$ cat src/sv/spr_pkg.sv
// spr_pkg: shared widths, field offsets and controller/datapath handshake types
// for the speed profile resampler; no dependencies
`default_nettype none

package spr_pkg;

  // knot field widths
  localparam int unsigned POS_W  = 24;
  localparam int unsigned VAL_W  = 16;
  localparam int unsigned IDX_W  = 7;
  localparam int unsigned CFG_W  = 8;
  localparam int unsigned LANES  = 3;
  localparam int unsigned LN_W   = 2;
  localparam int unsigned QUO_W  = 16;
  localparam int unsigned DC_W   = 4;
  localparam int unsigned PROD_W = POS_W + VAL_W;

  // ram word layout, lowest bit up: position, speed, accel, time
  localparam int unsigned WORD_W   = POS_W + 3 * VAL_W;
  localparam int unsigned W_POS_LO = 0;
  localparam int unsigned W_SPD_LO = POS_W;
  localparam int unsigned W_ACC_LO = POS_W + VAL_W;
  localparam int unsigned W_TIM_LO = POS_W + 2 * VAL_W;

  // input tdata layout, lowest bit up
  localparam int unsigned IN_IDX_LO = 0;
  localparam int unsigned IN_POS_LO = IN_IDX_LO + IDX_W;
  localparam int unsigned IN_SPD_LO = IN_POS_LO + POS_W;
  localparam int unsigned IN_ACC_LO = IN_SPD_LO + VAL_W;
  localparam int unsigned IN_TIM_LO = IN_ACC_LO + VAL_W;
  localparam int unsigned IN_QRY_LO = IN_TIM_LO + VAL_W;
  localparam int unsigned IN_USED_W = IN_QRY_LO + POS_W;
  localparam int unsigned IN_DATA_W = ((IN_USED_W + 7) / 8) * 8;

  // output tdata: speed, accel, time
  localparam int unsigned OUT_DATA_W = 3 * VAL_W;

  // tuser action codes
  localparam logic ACT_WRITE = 1'b0;
  localparam logic ACT_QUERY = 1'b1;

  typedef struct packed {
    logic wr;        // write beat accepted
    logic init;      // query beat accepted
    logic srch;      // one search step
    logic sel;       // pick neighbour or clamp entry
    logic ld_a;      // latch lower neighbour
    logic ld_b;      // latch upper neighbour, form deltas
    logic ld_k;      // latch clamp entry
    logic mul;       // one lane product
    logic div;       // one quotient bit on all lanes
    logic load_out;  // load result register
  } cmd_t;

  typedef struct packed {
    logic n_zero;     // no knots in use
    logic srch_done;  // search range empty after this step
    logic edge_hit;   // query at or below first or beyond last knot
    logic mul_last;   // last lane product
    logic div_last;   // last quotient bit
  } sts_t;

endpackage

`default_nettype wire

$ cat src/sv/spr_ctrl.sv
// spr_ctrl: sequencing state machine of the resampler
// depends on spr_pkg for the command and status types
`default_nettype none

module spr_ctrl (
  input  wire logic          clk_i,
  input  wire logic          rst_ni,
  input  wire logic          in_valid_i,
  input  wire logic          in_action_i,
  output      logic          in_ready_o,
  output      logic          out_valid_o,
  input  wire logic          out_ready_i,
  output      spr_pkg::cmd_t cmd_o,
  input  wire spr_pkg::sts_t sts_i
);

  localparam logic [3:0] ST_IDLE = 4'd0;
  localparam logic [3:0] ST_SRCH = 4'd1;
  localparam logic [3:0] ST_SEL  = 4'd2;
  localparam logic [3:0] ST_RDB  = 4'd3;
  localparam logic [3:0] ST_LDB  = 4'd4;
  localparam logic [3:0] ST_LDK  = 4'd5;
  localparam logic [3:0] ST_MUL  = 4'd6;
  localparam logic [3:0] ST_DIV  = 4'd7;
  localparam logic [3:0] ST_FIN  = 4'd8;

  logic [3:0] state_q, state_d;
  logic       out_valid_q, out_valid_d;
  logic       accept;

  assign in_ready_o  = (state_q == ST_IDLE);
  assign out_valid_o = out_valid_q;
  assign accept      = in_valid_i && in_ready_o;

  always_comb begin
    state_d = state_q;
    cmd_o   = '0;
    case (state_q)
      ST_IDLE: begin
        if (accept && (in_action_i == spr_pkg::ACT_WRITE)) begin
          cmd_o.wr = 1'b1;
        end else if (accept) begin
          cmd_o.init = 1'b1;
          state_d    = sts_i.n_zero ? ST_FIN : ST_SRCH;
        end
      end
      ST_SRCH: begin
        cmd_o.srch = 1'b1;
        if (sts_i.srch_done) begin
          state_d = ST_SEL;
        end
      end
      ST_SEL: begin
        cmd_o.sel = 1'b1;
        state_d   = sts_i.edge_hit ? ST_LDK : ST_RDB;
      end
      ST_RDB: begin
        cmd_o.ld_a = 1'b1;
        state_d    = ST_LDB;
      end
      ST_LDB: begin
        cmd_o.ld_b = 1'b1;
        state_d    = ST_MUL;
      end
      ST_LDK: begin
        cmd_o.ld_k = 1'b1;
        state_d    = ST_FIN;
      end
      ST_MUL: begin
        cmd_o.mul = 1'b1;
        if (sts_i.mul_last) begin
          state_d = ST_DIV;
        end
      end
      ST_DIV: begin
        cmd_o.div = 1'b1;
        if (sts_i.div_last) begin
          state_d = ST_FIN;
        end
      end
      ST_FIN: begin
        if (!out_valid_q || out_ready_i) begin
          cmd_o.load_out = 1'b1;
          state_d        = ST_IDLE;
        end
      end
      default: begin
        state_d = ST_IDLE;
      end
    endcase
  end

  always_comb begin
    if (cmd_o.load_out) begin
      out_valid_d = 1'b1;
    end else if (out_ready_i) begin
      out_valid_d = 1'b0;
    end else begin
      out_valid_d = out_valid_q;
    end
  end

  always_ff @(posedge clk_i or negedge rst_ni) begin
    if (!rst_ni) begin
      state_q     <= ST_IDLE;
      out_valid_q <= 1'b0;
    end else begin
      state_q     <= state_d;
      out_valid_q <= out_valid_d;
    end
  end

endmodule

`default_nettype wire

$ cat config.mk
export PLATFORM = sky130hd
export DESIGN_NAME = spr_ctrl
export DESIGN_NICKNAME = d
export VERILOG_FILES = /design/src/sv/spr_pkg.sv /design/src/sv/spr_ctrl.sv
export SDC_FILE = /design/constraint.sdc
export NUM_CORES = 1
export LEC_CHECK = 0
export BUFFER_PORTS_ARGS = -buffer_cell sky130_fd_sc_hd__buf_2
export CAP_MARGIN = 10
export CORE_AREA = 8 8 45 47
export DETAILED_ROUTE_END_ITERATION = 16
export DIE_AREA = 0 0 53 55
export PLACE_DENSITY = 0.64
export SYNTH_ARGS = -nofsm -noshare
export SYNTH_HDL_FRONTEND = slang
export SYNTH_SLANG_ARGS = --single-unit
$ cat constraint.sdc
create_clock -name clk_i -period 2.45 [get_ports clk_i]
set_clock_uncertainty 0.2 [all_clocks]
set_input_delay 0.245 -clock clk_i [delete_from_list [all_inputs] [get_ports clk_i]]
set_output_delay 0.245 -clock clk_i [all_outputs]
set_load 0.01 [all_outputs]
After elaboration in Yosys (flattened, before gate mapping)

Index checks and enable logic that the tools add are counted.
W data, S select, Z words.

Bits in registers: 5
Latch bits: 0
Bits in writable memories: 0
Bits in read-only memories: 0
Input bits: 10
Output and inout port bits: 12
Logic and storage cells: 48
Memories: 0

Add/subtract/negate cells: 0
Multiply operators: 0
Divide/modulo/power cells: 0
Magnitude comparators: 0
Equality and inequality tests: 14
Shift operators: 0
Multiplexer cells: 24
Bitwise gates (word level): 1
Reduce and logical (&&, ||, !) cells: 7

Operators by type and width:

| kind                 | number |
|---|---|
| $pmux W4 S9          | 1 |
| $mux W4              | 7 |
| $eq A4 B3 Y1 const B | 4 |
| $mux W1              | 14 |
| $ne A2 B2 Y1 const B | 5 |
| $eq A4 B2 Y1 const B | 2 |
| $reduce_and A6 Y1    | 1 |
| $eq A4 B1 Y1 const B | 1 |
| $eq A4 B4 Y1 const B | 1 |
| $logic_not A4 Y1     | 1 |
| $mux W3              | 1 |
| $logic_and A1 B1 Y1  | 2 |
| $mux W2              | 1 |
| $ne A2 B1 Y1 const B | 1 |
| $reduce_bool A2 Y1   | 1 |
| $logic_not A1 Y1     | 1 |
| $logic_or A1 B1 Y1   | 1 |
| $not A1 Y1           | 1 |

Logic depth before layout (Yosys ltp)

Word-level depth: 5
Mapped depth: 5
Depth with buffers taken out: 4

Least setup slack after synthesis

OpenSTA, ideal clock, no wires.

Path kind: register to register
From: reg state_q[0]
To: reg state_q[2]
Library setup time: 131 ps
Data arrival time: 1615 ps
Required time: 2119 ps
Path slack: 503 ps
Cell stages (with the launch flop): 6
Path buffers: 1
Period minus slack after synthesis: 1947 ps
Path through: dfrtp_1 > buf_6 > nor4_2 > and3b_2 > nor4_1 > or3b_1

Word-level cells in the longest chain between the ends: 5
Elaborated cells on any way between the ends: 19
Classes of those cells: eq/ne (14); mux (1); reduce/logical (4)

RTL lines:

| what                               | RTL line        | RTL |
|---|---|---|
| from (decl)                        | spr_ctrl.sv:27  | `logic [3:0] state_q, state_d;` |
| from (signal assigned)             | spr_ctrl.sv:108 | `state_q <= state_d;` |
| $logic_not A4 Y1 *                 | spr_ctrl.sv:31  | `assign in_ready_o = (state_q == ST_IDLE);` |
| via in_ready_o                     | spr_ctrl.sv:10  | `output logic in_ready_o,` |
| $logic_and A1 B1 Y1                | spr_ctrl.sv:33  | `assign accept = in_valid_i && in_ready_o;` |
| $logic_and A1 B1 Y1                | spr_ctrl.sv:40  | `if (accept && (in_action_i == spr_pkg::ACT_WRITE)) begin` |
| $ne A2 B2 Y1 (no source line)      | --              |  |
| $reduce_and A6 Y1 (no source line) | --              |  |

The timed path passes the listed nets; every way through them passes the cells marked *.
A chain may end at the register's enable or synchronous reset.

==> impl_metrics.toml <==
[drt]
drtIter0Drc = 2
viasPerCell = 5.06
wl_mm = 1.24
vias = 471
drc = 0
drtAntennaViolNets = 0
first_pass_iters = 4
avgRoutedWirePerCell_um = 13.3

[final_layout]
area_growth_pct = 24.4
insertedDiodeCount = 0
multi_input_area_um2 = 299
fin_nets = 88
stdcell_count = 93
fill_cells = 157
ff_latch_area_um2 = 125
layout-drive-gt1-share_pct = 36.4

[synth]
yosys.area.top_type = "dfrtp_1"
synth_top_area_share_pct = 26.2
synthTopCellsByCount = "dfrtp_1, nand2_1, nor2_1, nor3_1, nand2b_1"
ys_types = 27
synthTopCellsByArea = "dfrtp_1, o32ai_4, nand2b_1, nor3_1, buf_4"
synth_edf_count = 0
syn_nets = 66
ys_seq_area_share_pct = 26.2
synth_top_flop_cell = "dfrtp_1"
synthCells = 56
synth_area_per_cell_um2 = 8.51
synthArstFlopShare_pct = 100
ys_warn_count = 0
syn_area_um2 = 477
synth-seq-cells = 5

[critical_path]
worstPathArrival_ns = 1.70
crit_path_end_kind = "output port"
crit_chain = "or4b_4 > and2b_1 > buf_2"
path_delay_family = "simple AND/OR/NAND/NOR gates"
crit_required_ns = 2.01
path_depth = 3
start_kind = "flop"
path_buf_inv = 1
max_stage_delay_ns = 0.61
reg2reg_depth = 4
worstSetupPathType = "flop to output port"
cpMaxStageDelayCell = "or4b_4"
cp_max_fo = 14

[place]
io_buffers = 21
globalplace.congestion = 0.767
dp.cells = 88
hpwl_um = 977

[clocking]
tritoncts = "yes"
root_buffer = "clkbuf_4"
clk_latency_ns = 0.24
clockBufferDepth = 2
cts_buffers = 3
clk_pin_slew_ns = 0.04
clock_sinks = 5
htreeDepth = 1

[floorplan]
coreArea_um2 = 1380
die_w_um = 53
io_pins = 22
start_util_pct = 34.4
die_y_um = 55
die_area_um2 = 2920
rows = 14

[job]
cap_viol_max_count = 0

[run_status]
status = "completed"

[timing]
setup_viol_count_final = 0
slew_violations = 0
fin_hold_ws_ns = 0.155
period_share_pct = 87.4
timing.slew.headroom_pct = 68.7
hold_viol = 0
worst_pin_slew_ns = 0.465
clock.fmax_mhz = 467
rsz0062_at_grt = "false"
tns_ns = 0
min_period_ns = 2.14

[global_routing]
grt_overflow = 0
grtUsageTotal_pct = 8.72
first_global_vias = 437
grt_max_degree = 16
grt_pass1_wl_mm = 1.86
antenna_found_initial = 0

[power_and_ir_drop]
leakage_nw = 0.309
powerDensity_nw_per_um2 = 1120
ir_drop_v = 0.000437
power_uw = 664

[min_path]
hold_path_class = "input port to asynchronous set/reset pin"
## timing repair
item	4_1_cts	5_1_grt
gates resized for setup	0	0
setup buffers	0	0
hold buffers	1	0
hold endpoints to repair	5	0
## routing by layer
metal	share of wire (%)	global-route usage, %	vias up
li1	-	-	244
met2	52	15.0	9
met1	41	8.59	218
met5	0	0	-
met4	0	7.76	0
met3	6.8	2.14	0
## worst paths after layout
path,startpoint,end,slack (ns)
max,state_q[1],cmd_o[0],0.31
min,rst_ni,state_q[3],0.16
max reg2reg,state_q[1],state_q[2],0.42
min reg2reg,out_valid_o,out_valid_o,0.38
max in group asynchronous,rst_ni,state_q[0],1.77
min in group clk_i,out_ready_i,out_valid_o,0.17
## per-stage QoR
step / instance area, µm² / setup slack, ns / util [%]
floorplan: 477 / 0.503 / -
global placement: 557 / 0.468 / 40.2
detailed placement: 557 / 0.441 / 40.2
CTS: 593 / 0.296 / 42.9
global route: 593 / 0.254 / 42.9
finish: 593 / 0.308 / 42.9
## report_power, final
group	internal (mW)	switching [mW]
combinational	0.166	0.190
clock	0.0614	0.0312
sequential	0.117	0.0983
## kinds of logic after synthesis
family | share of synthesized area, %
flops | 26.2
buf+inv | 11.0
compound gates | 18.9
mux | 2.10
simple gates | 41.7
## cell type report
type	count	share of cell area, %
multi-input combinational	44	50.4
clock buffer	4	4.43
sequential	5	21.1
tap	16	3.38
timing repair buffer	22	19.4
inverter	2	1.27
## placed cells by master, fill, tap and decap left out, types with 3 or more instances in the layout
cell / n
buf_2: 21
nand2_1: 5
nor3_1: 5
nor2_1: 5
dfrtp_1: 5
nand2b_1: 4
o21ai_0: 3
a21oi_1: 3
clkbuf_4: 3
## worst reg2reg max path, stage by stage, from the launching register on
cell     delay (ns)
dfrtp_1        0.52
or4b_4         0.61
o32ai_4        0.13
nor4_1         0.08
or3b_1         0.36
## registers in the layout, summed over array words and instances, names as in the netlist
register,flops
out_valid_o,1
state_q,4
Note: power is estimated with default switching activity, not from simulation.
